--- src/hdl/hsv2rgb_pkg.sv ---
// ----------------------------------------------------------------------------
// hsv2rgb_pkg
// Shared types and fixed-point constants for the hsv to rgb converter.
// ----------------------------------------------------------------------------
package hsv2rgb_pkg;

	// output channel width, the quotient and divider widths follow from it
	localparam int CHANNEL_BITS = 8;

	localparam int HUE_W  = 15;
	localparam int FRAC_W = 13;
	localparam int REM_W  = 12;
	localparam int PROD_W = 25;
	localparam int NUM_W  = 24;
	localparam int ACC_W  = 37;

	localparam int Q_ONE        = 4096;
	localparam int SECTOR_UNITS = 3840;
	localparam int HUE_FULL     = 6 * SECTOR_UNITS;
	localparam int FACT_ONE     = Q_ONE * SECTOR_UNITS;

	// 4096 * 4096 * 3840 = 2^32 * 15
	localparam int SCALE_SHIFT = 32;
	localparam int QUOT_W      = CHANNEL_BITS + 4;

	// reciprocal of 15, exact for every quotient below 2^QUOT_W
	localparam int DIV_SHIFT        = ((CHANNEL_BITS + 8 + 3) / 4) * 4;
	localparam longint DIV_MULT     = ((64'd1 << DIV_SHIFT) + 64'd14) / 64'd15;
	localparam int DIV_PROD_W       = QUOT_W + DIV_SHIFT - 3;

	typedef enum logic [2:0] {
		SECT_RY = 3'd0,
		SECT_YG = 3'd1,
		SECT_GC = 3'd2,
		SECT_CB = 3'd3,
		SECT_BM = 3'd4,
		SECT_MR = 3'd5
	} sector_t;

	typedef struct packed {
		logic [HUE_W-1:0]  hue;
		logic [FRAC_W-1:0] saturation;
		logic [FRAC_W-1:0] brightness;
	} hsv_word_t;

	typedef struct packed {
		logic [CHANNEL_BITS-1:0] red;
		logic [CHANNEL_BITS-1:0] green;
		logic [CHANNEL_BITS-1:0] blue;
	} rgb_word_t;

	typedef struct packed {
		sector_t           sector;
		logic [REM_W-1:0]  rem;
		logic [FRAC_W-1:0] sat;
		logic [FRAC_W-1:0] val;
	} sect_word_t;

	typedef struct packed {
		sector_t           sector;
		logic [QUOT_W-1:0] qv;
		logic [QUOT_W-1:0] qp;
		logic [QUOT_W-1:0] qq;
		logic [QUOT_W-1:0] qt;
	} quot_word_t;

	typedef struct packed {
		logic s1;
		logic s2;
		logic s3;
		logic s4;
		logic s5;
	} stage_en_t;

endpackage

--- src/hdl/hsv2rgb_pre.sv ---
// ----------------------------------------------------------------------------
// hsv2rgb_pre
// Stage 1: input clamping, hue wrap and sector / remainder decode.
// ----------------------------------------------------------------------------
module hsv2rgb_pre (
	input  logic                    clk,
	input  hsv2rgb_pkg::stage_en_t  en,
	input  hsv2rgb_pkg::hsv_word_t  word,
	output hsv2rgb_pkg::sect_word_t sect_s1
);

	logic [hsv2rgb_pkg::HUE_W-1:0]  hue_c;
	logic [hsv2rgb_pkg::HUE_W-1:0]  base;
	logic [hsv2rgb_pkg::FRAC_W-1:0] sat_c;
	logic [hsv2rgb_pkg::FRAC_W-1:0] val_c;
	hsv2rgb_pkg::sector_t           sector;

	always_comb begin
		hue_c = (word.hue >= hsv2rgb_pkg::HUE_W'(hsv2rgb_pkg::HUE_FULL)) ?
			'0 : word.hue;
		sat_c = (word.saturation > hsv2rgb_pkg::FRAC_W'(hsv2rgb_pkg::Q_ONE)) ?
			hsv2rgb_pkg::FRAC_W'(hsv2rgb_pkg::Q_ONE) : word.saturation;
		val_c = (word.brightness > hsv2rgb_pkg::FRAC_W'(hsv2rgb_pkg::Q_ONE)) ?
			hsv2rgb_pkg::FRAC_W'(hsv2rgb_pkg::Q_ONE) : word.brightness;
	end

	// hue / 3840 by compare against the five sector boundaries
	always_comb begin
		sector = hsv2rgb_pkg::SECT_RY;
		base   = '0;
		if (hue_c >= hsv2rgb_pkg::HUE_W'(5 * hsv2rgb_pkg::SECTOR_UNITS)) begin
			sector = hsv2rgb_pkg::SECT_MR;
			base   = hsv2rgb_pkg::HUE_W'(5 * hsv2rgb_pkg::SECTOR_UNITS);
		end else if (hue_c >= hsv2rgb_pkg::HUE_W'(4 * hsv2rgb_pkg::SECTOR_UNITS)) begin
			sector = hsv2rgb_pkg::SECT_BM;
			base   = hsv2rgb_pkg::HUE_W'(4 * hsv2rgb_pkg::SECTOR_UNITS);
		end else if (hue_c >= hsv2rgb_pkg::HUE_W'(3 * hsv2rgb_pkg::SECTOR_UNITS)) begin
			sector = hsv2rgb_pkg::SECT_CB;
			base   = hsv2rgb_pkg::HUE_W'(3 * hsv2rgb_pkg::SECTOR_UNITS);
		end else if (hue_c >= hsv2rgb_pkg::HUE_W'(2 * hsv2rgb_pkg::SECTOR_UNITS)) begin
			sector = hsv2rgb_pkg::SECT_GC;
			base   = hsv2rgb_pkg::HUE_W'(2 * hsv2rgb_pkg::SECTOR_UNITS);
		end else if (hue_c >= hsv2rgb_pkg::HUE_W'(hsv2rgb_pkg::SECTOR_UNITS)) begin
			sector = hsv2rgb_pkg::SECT_YG;
			base   = hsv2rgb_pkg::HUE_W'(hsv2rgb_pkg::SECTOR_UNITS);
		end
	end

	always_ff @(posedge clk) begin
		if (en.s1) begin
			sect_s1.sector <= sector;
			sect_s1.rem    <= hsv2rgb_pkg::REM_W'(hue_c - base);
			sect_s1.sat    <= sat_c;
			sect_s1.val    <= val_c;
		end
	end

endmodule

--- src/hdl/hsv2rgb_fac.sv ---
// ----------------------------------------------------------------------------
// hsv2rgb_fac
// Stages 2-4: factor numerators, value products and scaling by the
// channel maximum, ending in quotients that still need a divide by 15.
// ----------------------------------------------------------------------------
module hsv2rgb_fac (
	input  logic                    clk,
	input  hsv2rgb_pkg::stage_en_t  en,
	input  hsv2rgb_pkg::sect_word_t sect_s1,
	output hsv2rgb_pkg::quot_word_t quot_s4
);

	localparam int CB = hsv2rgb_pkg::CHANNEL_BITS;

	logic [hsv2rgb_pkg::PROD_W-1:0] sp;
	logic [hsv2rgb_pkg::PROD_W-1:0] sq;
	logic [hsv2rgb_pkg::PROD_W-1:0] st;
	logic [hsv2rgb_pkg::REM_W-1:0]  rem_inv;

	hsv2rgb_pkg::sector_t           sector_s2;
	logic [hsv2rgb_pkg::FRAC_W-1:0] val_s2;
	logic [hsv2rgb_pkg::NUM_W-1:0]  np_s2;
	logic [hsv2rgb_pkg::NUM_W-1:0]  nq_s2;
	logic [hsv2rgb_pkg::NUM_W-1:0]  nt_s2;

	hsv2rgb_pkg::sector_t           sector_s3;
	logic [hsv2rgb_pkg::ACC_W-1:0]  av_s3;
	logic [hsv2rgb_pkg::ACC_W-1:0]  ap_s3;
	logic [hsv2rgb_pkg::ACC_W-1:0]  aq_s3;
	logic [hsv2rgb_pkg::ACC_W-1:0]  at_s3;

	// (a << CB) - a is a times the channel maximum, then drop 2^32
	function automatic logic [hsv2rgb_pkg::QUOT_W-1:0] scale(
		input logic [hsv2rgb_pkg::ACC_W-1:0] a
	);
		logic [hsv2rgb_pkg::ACC_W+CB-1:0] w;
		w = {a, {CB{1'b0}}} - {{CB{1'b0}}, a};
		return w[hsv2rgb_pkg::SCALE_SHIFT +: hsv2rgb_pkg::QUOT_W];
	endfunction

	assign rem_inv = hsv2rgb_pkg::REM_W'(hsv2rgb_pkg::SECTOR_UNITS) - sect_s1.rem;
	assign sp = hsv2rgb_pkg::PROD_W'(sect_s1.sat) *
		hsv2rgb_pkg::PROD_W'(hsv2rgb_pkg::SECTOR_UNITS);
	assign sq = hsv2rgb_pkg::PROD_W'(sect_s1.sat) * hsv2rgb_pkg::PROD_W'(sect_s1.rem);
	assign st = hsv2rgb_pkg::PROD_W'(sect_s1.sat) * hsv2rgb_pkg::PROD_W'(rem_inv);

	always_ff @(posedge clk) begin
		if (en.s2) begin
			sector_s2 <= sect_s1.sector;
			val_s2    <= sect_s1.val;
			np_s2     <= hsv2rgb_pkg::NUM_W'(
				hsv2rgb_pkg::PROD_W'(hsv2rgb_pkg::FACT_ONE) - sp);
			nq_s2     <= hsv2rgb_pkg::NUM_W'(
				hsv2rgb_pkg::PROD_W'(hsv2rgb_pkg::FACT_ONE) - sq);
			nt_s2     <= hsv2rgb_pkg::NUM_W'(
				hsv2rgb_pkg::PROD_W'(hsv2rgb_pkg::FACT_ONE) - st);
		end
	end

	always_ff @(posedge clk) begin
		if (en.s3) begin
			sector_s3 <= sector_s2;
			av_s3 <= hsv2rgb_pkg::ACC_W'(val_s2) *
				hsv2rgb_pkg::ACC_W'(hsv2rgb_pkg::FACT_ONE);
			ap_s3 <= hsv2rgb_pkg::ACC_W'(val_s2) * hsv2rgb_pkg::ACC_W'(np_s2);
			aq_s3 <= hsv2rgb_pkg::ACC_W'(val_s2) * hsv2rgb_pkg::ACC_W'(nq_s2);
			at_s3 <= hsv2rgb_pkg::ACC_W'(val_s2) * hsv2rgb_pkg::ACC_W'(nt_s2);
		end
	end

	always_ff @(posedge clk) begin
		if (en.s4) begin
			quot_s4.sector <= sector_s3;
			quot_s4.qv     <= scale(av_s3);
			quot_s4.qp     <= scale(ap_s3);
			quot_s4.qq     <= scale(aq_s3);
			quot_s4.qt     <= scale(at_s3);
		end
	end

endmodule

--- src/hdl/hsv2rgb_post.sv ---
// ----------------------------------------------------------------------------
// hsv2rgb_post
// Stage 5: divide by 15 through a reciprocal and route by hue sector.
// ----------------------------------------------------------------------------
module hsv2rgb_post (
	input  logic                    clk,
	input  hsv2rgb_pkg::stage_en_t  en,
	input  hsv2rgb_pkg::quot_word_t quot_s4,
	output hsv2rgb_pkg::rgb_word_t  rgb_s5
);

	localparam int CB = hsv2rgb_pkg::CHANNEL_BITS;

	logic [CB-1:0] cv;
	logic [CB-1:0] cp;
	logic [CB-1:0] cq;
	logic [CB-1:0] ct;

	function automatic logic [CB-1:0] div15(input logic [hsv2rgb_pkg::QUOT_W-1:0] q);
		logic [hsv2rgb_pkg::DIV_PROD_W-1:0] prod;
		prod = hsv2rgb_pkg::DIV_PROD_W'(q) *
			hsv2rgb_pkg::DIV_PROD_W'(hsv2rgb_pkg::DIV_MULT);
		return prod[hsv2rgb_pkg::DIV_SHIFT +: CB];
	endfunction

	assign cv = div15(quot_s4.qv);
	assign cp = div15(quot_s4.qp);
	assign cq = div15(quot_s4.qq);
	assign ct = div15(quot_s4.qt);

	always_ff @(posedge clk) begin
		if (en.s5) begin
			case (quot_s4.sector)
				hsv2rgb_pkg::SECT_RY: begin
					rgb_s5 <= {cv, ct, cp};
				end
				hsv2rgb_pkg::SECT_YG: begin
					rgb_s5 <= {cq, cv, cp};
				end
				hsv2rgb_pkg::SECT_GC: begin
					rgb_s5 <= {cp, cv, ct};
				end
				hsv2rgb_pkg::SECT_CB: begin
					rgb_s5 <= {cp, cq, cv};
				end
				hsv2rgb_pkg::SECT_BM: begin
					rgb_s5 <= {ct, cp, cv};
				end
				default: begin
					rgb_s5 <= {cv, cp, cq};
				end
			endcase
		end
	end

endmodule

--- src/hdl/hsv_to_rgb_converter_core.sv ---
// Converts one hsv word (hue in 1/64 degree, saturation and brightness as
// Q12 fractions) into an rgb word every clock while the output is not
// stalled, one word per cycle. The path is five register stages deep. Each
// stage moves whenever it is empty or the stage after it moves, so bubbles
// are squeezed out and words keep being taken while a finished result waits
// at the output, until all five stages are full.
// ----------------------------------------------------------------------------
// hsv_to_rgb_converter_core
// Top level: stage valid bits, per-stage enables and the handshakes.
// ----------------------------------------------------------------------------
module hsv_to_rgb_converter_core (
	input  logic                   clk,
	input  logic                   arst_n,
	input  logic                   hsv_valid,
	output logic                   hsv_stall,
	input  hsv2rgb_pkg::hsv_word_t hsv_word,
	output logic                   rgb_valid,
	input  logic                   rgb_stall,
	output hsv2rgb_pkg::rgb_word_t rgb_word
);

	hsv2rgb_pkg::stage_en_t  en;
	hsv2rgb_pkg::sect_word_t sect_s1;
	hsv2rgb_pkg::quot_word_t quot_s4;
	hsv2rgb_pkg::rgb_word_t  rgb_s5;

	logic valid_s1;
	logic valid_s2;
	logic valid_s3;
	logic valid_s4;
	logic valid_s5;

	// a stage loads when it is empty or its contents move on
	always_comb begin
		en.s5 = !valid_s5 || !rgb_stall;
		en.s4 = !valid_s4 || en.s5;
		en.s3 = !valid_s3 || en.s4;
		en.s2 = !valid_s2 || en.s3;
		en.s1 = !valid_s1 || en.s2;
	end

	assign hsv_stall = !en.s1;
	assign rgb_valid = valid_s5;
	assign rgb_word  = rgb_s5;

	always_ff @(posedge clk or negedge arst_n) begin
		if (!arst_n) begin
			valid_s1 <= 1'b0;
			valid_s2 <= 1'b0;
			valid_s3 <= 1'b0;
			valid_s4 <= 1'b0;
			valid_s5 <= 1'b0;
		end else begin
			if (en.s1) valid_s1 <= hsv_valid;
			if (en.s2) valid_s2 <= valid_s1;
			if (en.s3) valid_s3 <= valid_s2;
			if (en.s4) valid_s4 <= valid_s3;
			if (en.s5) valid_s5 <= valid_s4;
		end
	end

	hsv2rgb_pre u_pre (
		.clk     (clk),
		.en      (en),
		.word    (hsv_word),
		.sect_s1 (sect_s1)
	);

	hsv2rgb_fac u_fac (
		.clk     (clk),
		.en      (en),
		.sect_s1 (sect_s1),
		.quot_s4 (quot_s4)
	);

	hsv2rgb_post u_post (
		.clk     (clk),
		.en      (en),
		.quot_s4 (quot_s4),
		.rgb_s5  (rgb_s5)
	);

	// an open output never backs up into the input
	a_no_stall_when_open: assert property (@(posedge clk) disable iff (!arst_n)
		!rgb_stall |-> !hsv_stall)
		else $error("input stalled while output is open");

	// an empty first stage always takes a word
	a_empty_takes: assert property (@(posedge clk) disable iff (!arst_n)
		!valid_s1 |-> !hsv_stall)
		else $error("input stalled with first stage empty");

	// a full pipe behind a stalled output must stall the input
	a_full_stalls: assert property (@(posedge clk) disable iff (!arst_n)
		(valid_s1 && valid_s2 && valid_s3 && valid_s4 && valid_s5 && rgb_stall)
		|-> hsv_stall)
		else $error("input open with pipe full and output stalled");

	// a held word in stage 4 is not lost while stage 5 is stuck
	a_s4_held: assert property (@(posedge clk) disable iff (!arst_n)
		(valid_s4 && valid_s5 && rgb_stall) |=> valid_s4)
		else $error("stage 4 word dropped during stall");

endmodule

--- config.mk ---
export PLATFORM = sky130hd
export DESIGN_NAME = hsv_to_rgb_converter_core
export DESIGN_NICKNAME = d
export VERILOG_FILES = /design/src/hdl/hsv2rgb_pkg.sv /design/src/hdl/hsv2rgb_pre.sv /design/src/hdl/hsv2rgb_fac.sv /design/src/hdl/hsv2rgb_post.sv /design/src/hdl/hsv_to_rgb_converter_core.sv
export SDC_FILE = /design/constraint.sdc
export NUM_CORES = 2
export LEC_CHECK = 0
export BUFFER_PORTS_ARGS = -buffer_cell sky130_fd_sc_hd__buf_2
export CAP_MARGIN = 10
export CORE_UTILIZATION = 59
export DETAILED_ROUTE_END_ITERATION = 8
export PLACE_DENSITY = 0.74
export SLEW_MARGIN = 10
export SYNTH_ARGS = -nofsm -noshare
export SYNTH_HDL_FRONTEND = slang
export SYNTH_HIERARCHICAL = 1
export SYNTH_SLANG_ARGS = --single-unit
--- constraint.sdc ---
create_clock -name clk -period 11.4 [get_ports clk]
set_input_delay 1.71 -clock clk [delete_from_list [all_inputs] [get_ports clk]]
set_output_delay 1.71 -clock clk [all_outputs]
set_load 0.05 [all_outputs]
# --- Word-level counts from Yosys, hierarchy flattened ---
# Index checks and enable logic that the tools add are counted.
# Widths: inputs -> output; s select.
word_totals:
  out_inout_bits: 26
  ff_bits: 340
  input_bits: 45
  word_cells: 85
op_classes:
  addsub: 9
  n_eq_ne: 4
  mul: 11
  reduce_logical: 14
  order_cmp: 8
  n_mux: 11
ops:
  columns: ["op", "count"]
  rows:
  - ["$sub 44x37->44", 4]
  - ["$pmux 24 s5", 1]
  - ["$mul 13x24->37", 3]
  - ["$mul 12x12->23 const B", 4]
  - ["$sub 24x24->24 const A", 3]
  - ["$mux 12", 5]
  - ["$mul 13x12->24", 2]
  - ["$ge 15x14->1 const B", 2]
  - ["$ge 15x15->1 const B", 2]
  - ["$gt 13x13->1 const B", 2]
  - ["$mul 13x4->17 const B", 1]
  - ["$mul 13x4->16 const B", 1]
  - ["$ge 15x12->1 const B", 1]
  - ["$ge 15x13->1 const B", 1]
  - ["$mux 15", 1]
  - ["$sub 12x12->12", 1]
  - ["$sub 12x12->12 const A", 1]
  - ["$logic_not 1->1", 7]
  - ["$eq 3x2->1 const B", 2]
  - ["$mux 3", 2]
  - ["$logic_or 1x1->1", 5]
  - ["$eq 3x1->1 const B", 1]
  - ["$eq 3x3->1 const B", 1]
  - ["$logic_not 3->1", 1]
  - ["2 further kinds", 3]

# --- Depth between registers and ports, before layout ---
depth:
  ltp_word: 9
  ltp_mapped: 27
  ltp_nobuf: 25

# --- Cells and area by module ---
# Netlist, hierarchy kept.
by_module_without_submodules:
  columns: ["module", "instances", "cells_each", "seq_area_each_um2", "area_per_inst_um2"]
  rows:
  - ["hsv2rgb_fac", 1, 5238, 7567.3, 49834.0]
  - ["hsv2rgb_post", 1, 747, 720.7, 7025.5]
  - ["hsv2rgb_pre", 1, 138, 1231.2, 1869.3]
  - ["hsv_to_rgb_converter_core", 1, 18, 125.1, 210.2]

# --- Worst setup path after synthesis ---
# OpenSTA, ideal clock, no wires.
synth_timing:
  path_kind: "register -> register"
  startpoint: "reg u_pre/sect_s1[29] (netlist name)"
  endpoint: "reg u_fac/nt_s2[20] (netlist name) (data pin)"
  n_path_buf: 2
  setup_time_ns: 0.259
  required_time_ns: 11.141
  arrival_ns: 5.937
  slack_ns: 5.204
  period_less_slack_ns: 6.196
  path_stages_with_launch: 27
  cell_sequence: "edfxtp_1 clkbuf_1 nor4_1 nand2b_1 nor2_1 nand2_1 nand2_1 xor2_1 clkbuf_1 nand2_1 fa_1 inv_1 fa_1 inv_1 fa_1 fa_1 inv_1 fa_1 inv_1 ha_1 or4_1 a2bb2oi_1 a221o_1 a31oi_1 nand2b_1 a21oi_1 xnor2_1"
synth_between:
  elab_chain_cells: 3
synth_rtl:
  columns: ["item", "line", "rtl"]
  rows:
  - ["$sub 12x12->12", "hsv2rgb_fac.sv:41", "assign rem_inv = hsv2rgb_pkg::REM_W'(hsv2rgb_pkg::SECTOR_UNITS) - sect_s1.rem;"]
  - ["$mul 13x12->24", "hsv2rgb_fac.sv:45", "assign st = hsv2rgb_pkg::PROD_W'(sect_s1.sat) * hsv2rgb_pkg::PROD_W'(rem_inv);"]
  - ["$sub 24x24->24", "hsv2rgb_fac.sv:56", "hsv2rgb_pkg::PROD_W'(hsv2rgb_pkg::FACT_ONE) - st);"]
  - ["end signal, assigned", "hsv2rgb_fac.sv:55", "nt_s2 <= hsv2rgb_pkg::NUM_W'("]
  - ["end, declared", "hsv2rgb_fac.sv:24", "logic [hsv2rgb_pkg::NUM_W-1:0] nt_s2;"]
# No other way between the ends.
# A chain may end at the register's enable or synchronous reset.

# --- Final worst setup path ---
layout_timing:
  startpoint: "reg u_pre/sect_s1[30] (netlist name)"
  endpoint: "reg u_fac/nt_s2[20] (netlist name) (data pin)"
layout_between:
  elab_chain_cells: 3
layout_rtl:
  columns: ["item", "line"]
  rows:
  - ["$sub 12x12->12", "hsv2rgb_fac.sv:41"]
  - ["$mul 13x12->24", "hsv2rgb_fac.sv:45"]
  - ["$sub 24x24->24", "hsv2rgb_fac.sv:56"]
# No other way between the ends.

==> run summary <==
Slew HR: 17.2%
Hold Path Class: flip-flop to flip-flop
Postcts setup bufs: 0
Via count: 41800
Last element of the critical path: u_fac/nt_s2[20]$_DFFE_PP_
Period utilisation layout: 64.3%
Ranking of synthesized cells by area: fa_1 32%, edfxtp_1 16%, ha_1 16%
Initial antenna violation count: 2
RR Endpoint: u_fac/nt_s2[20]$_DFFE_PP_
Vias per cell: 5.69
HPWL after detailed placement: 102 mm
GRT Resource Usage Total: 26.9%
Critical Path Start: u_pre/sect_s1[30]$_DFFE_PP_
Resize count post-CTS: 0
Setup TNS: 0 ps
Sequential fraction of the synthesis area: 16.4%
Worst-path clk slew: 60 ps
Post-Route Skew: 17.2 ps
Layout cells sized above 1: 3.72%
Clock root buffer: clkbuf_16
Crit Path Category: flip-flop to flip-flop
R2R setup slack: 4070 ps
Synth Instances: 6141
Final WL: 131 mm
Yosys cell types: 106
IO Count: 71
Residual antenna-violating net count after detailed routing: 0
Unrepaired setup endpoints after global routing: false
Share of the synthesized area in the top cell type: 31.8%
IO buf count: 70
Post-synth EDFFs: 317
Row cnt: 115
Routability cong.: 0.922
Run status: completed
Post-Syn Area: 58900 sq um
Number of synthesized register bits: 322
Ys flop type: edfxtp_1
Die area: 101000 sq um
Final hold violation count: 0
CP Data Required Time: 11740 ps
Clk sink count: 322
Worst Max-Slew Pin Slew: 1230 ps
CTS tree: done
Final setup violation count: 0
Number of global-route vias before repair: 43900
Critical Path Start Type: flip-flop
CP Data Arrival Time: 7670 ps
Max-Cap Viols: 0
Async SR Flop Fraction: 1.55%
Die width: 318 microns
DR WL/cell: 17.9 microns
Initial Util: 59.7%
DRC viols: 0
Max clock buf depth: 3
Clock Latency Late Sink: 610 ps
FMAX: 136 MHz
Synthesis-to-layout area growth: 4.41%
Crit-path max FO: 16
Syn nets: 7876
Largest net degree at the start of global routing: 80
Core area: 98700 sq um
Post-synthesis cell type with the largest combined area: fa_1
Min Tclk post-route: 7330 ps
Reg2Reg Depth: 24
Iter 0 DRT Violations: 2688
N_diodes: 0
Final Max Slew Viols: 0
CTS Buf Count: 40
Congestion Overflow GR: 0
CP endpoint kind: flip-flop
Commonest cells in the netlist: 1121 x inv_1, 936 x fa_1, 754 x ha_1
Synthesized area per cell: 9.60 sq um
Synthesis warning total: 6
Final net count: 7778
Htree depth: 2
Critical R2R Launch: u_pre/sect_s1[30]$_DFFE_PP_
Die H: 318 microns
Post-cts hold buffer count: 0
Top-count cell post-synth: inv_1
Global-route wire length before repair: 221 mm
First-pass DRT Iterations: 6
state kept, by name, indices dropped and copies added (netlist names):
signal and cells:
u_fac/np_s2 16, u_fac/sector_s3 3, valid_s3 1, u_fac/val_s2 13, u_fac/ap_s3 29, u_pre/sect_s1 41
u_fac/av_s3 17, valid_s1 1, u_post/rgb_s5 24, u_fac/aq_s3 37, u_fac/at_s3 36, valid_s2 1
u_fac/quot_s4 51, u_fac/sector_s2 3, u_fac/nq_s2 24, valid_s4 1, u_fac/nt_s2 23, rgb_valid 1
placed cells by master, fill, tap and decap left out, types with 20 or more instances in the layout:
cell type  count
nand2b_1      26
a21oi_1      209
a31oi_1       27
ha_1         754
a211oi_1      33
edfxtp_1     317
nand2_1      747
clkbuf_16     41
inv_1       1120
o21ai_1       24
fa_1         936
a21o_1       108
xnor2_1      171
buf_4         34
nor2_1       175
o21ai_0       95
buf_2         70
o21a_1        26
o21bai_1      29
nor2b_1       55
nand4_1       33
nand3_1       57
and2_1       506
o211ai_1      20
xor2_1        70
nor3_1        52
and3_1        26
critical path, cell delays in order, from the launching register on:
cell	delay, ps
edfxtp_1	600
nor4_1	450
nand2b_1	140
nor2_1	130
nand2_1	90
nand2_1	80
xor2_1	910
nand2_1	210
fa_1	570
inv_1	50
fa_1	470
inv_1	50
fa_1	440
fa_1	490
inv_1	50
fa_1	470
inv_1	40
ha_1	200
or4_1	530
a2bb2oi_1	180
a221o_1	340
a31oi_1	240
nand2b_1	80
a21oi_1	180
xnor2_1	80
layer usage:
layer	track usage [%]	routed length (microns)	vias up
li1	-	-	19500
met1	35.6	56200	20900
met2	45.0	62100	1230
met3	3.21	7530	225
met4	10.8	5620	0
met5	0	0	-
worst min-delay path by stage:
stage                                         endpoint                       startpoint  cells past startpoint
after global routing      u_fac/sector_s2[0]$_DFFE_PP_  u_pre/sect_s1[38]$_SDFFCE_PN1P_                      0
after detailed placement  u_fac/sector_s2[0]$_DFFE_PP_  u_pre/sect_s1[38]$_SDFFCE_PN1P_                      0
after floorplan            u_fac/quot_s4[48]$_DFFE_PP_     u_fac/sector_s3[0]$_DFFE_PP_                      0
after CTS                    u_fac/val_s2[7]$_DFFE_PP_   u_pre/sect_s1[7]$_SDFFCE_PN0P_                      0
final                        u_fac/val_s2[7]$_DFFE_PP_   u_pre/sect_s1[7]$_SDFFCE_PN0P_                      0
after global placement      u_fac/val_s2[11]$_DFFE_PP_  u_pre/sect_s1[11]$_SDFFCE_PN0P_                      0
cells by family (layout without fill, tap and decap cells):
family / Yosys count / count (layout) / share of synthesized area [%]
and+or+nand+nor: 1773 / 1773 / 14.8
adders and majority gates: 1691 / 1691 / 47.8
buffers and inverters: 1366 / 1296 / 8.74
AOI/OAI and AO/OA: 734 / 734 / 8.42
DFF: 322 / 322 / 16.4
xor gates and xnor gates: 241 / 241 / 3.58
muxes: 14 / 14 / 0.242
layout make-up:
class / count / area [sq um]
fill: 8154 / 37200
multi-input combinational: 4453 / 44200
inverter: 1122 / 4210
clock buffer: 50 / 1060
clock inverter: 20 / 244
tap: 1287 / 1610
sequential: 322 / 9640
timing repair buffer: 104 / 606
stage by stage:
step	worst slack [ps]	area [sq um]	cells	hold WS, ps	utilization, %
2_1_floorplan	5200	58900	6141	400	-
3_3_place_gp	4350	60200	7288	402	61.0
3_5_place_dp	4150	60200	7288	405	61.0
4_1_cts	4120	61500	7358	414	62.3
5_1_grt	3700	61500	7358	419	62.3
6_report	4070	61500	7358	412	62.3
Power is left out: the tool's default activity adds up to more than one toggle a clock period on the data nets, which glitch-free logic cannot reach.
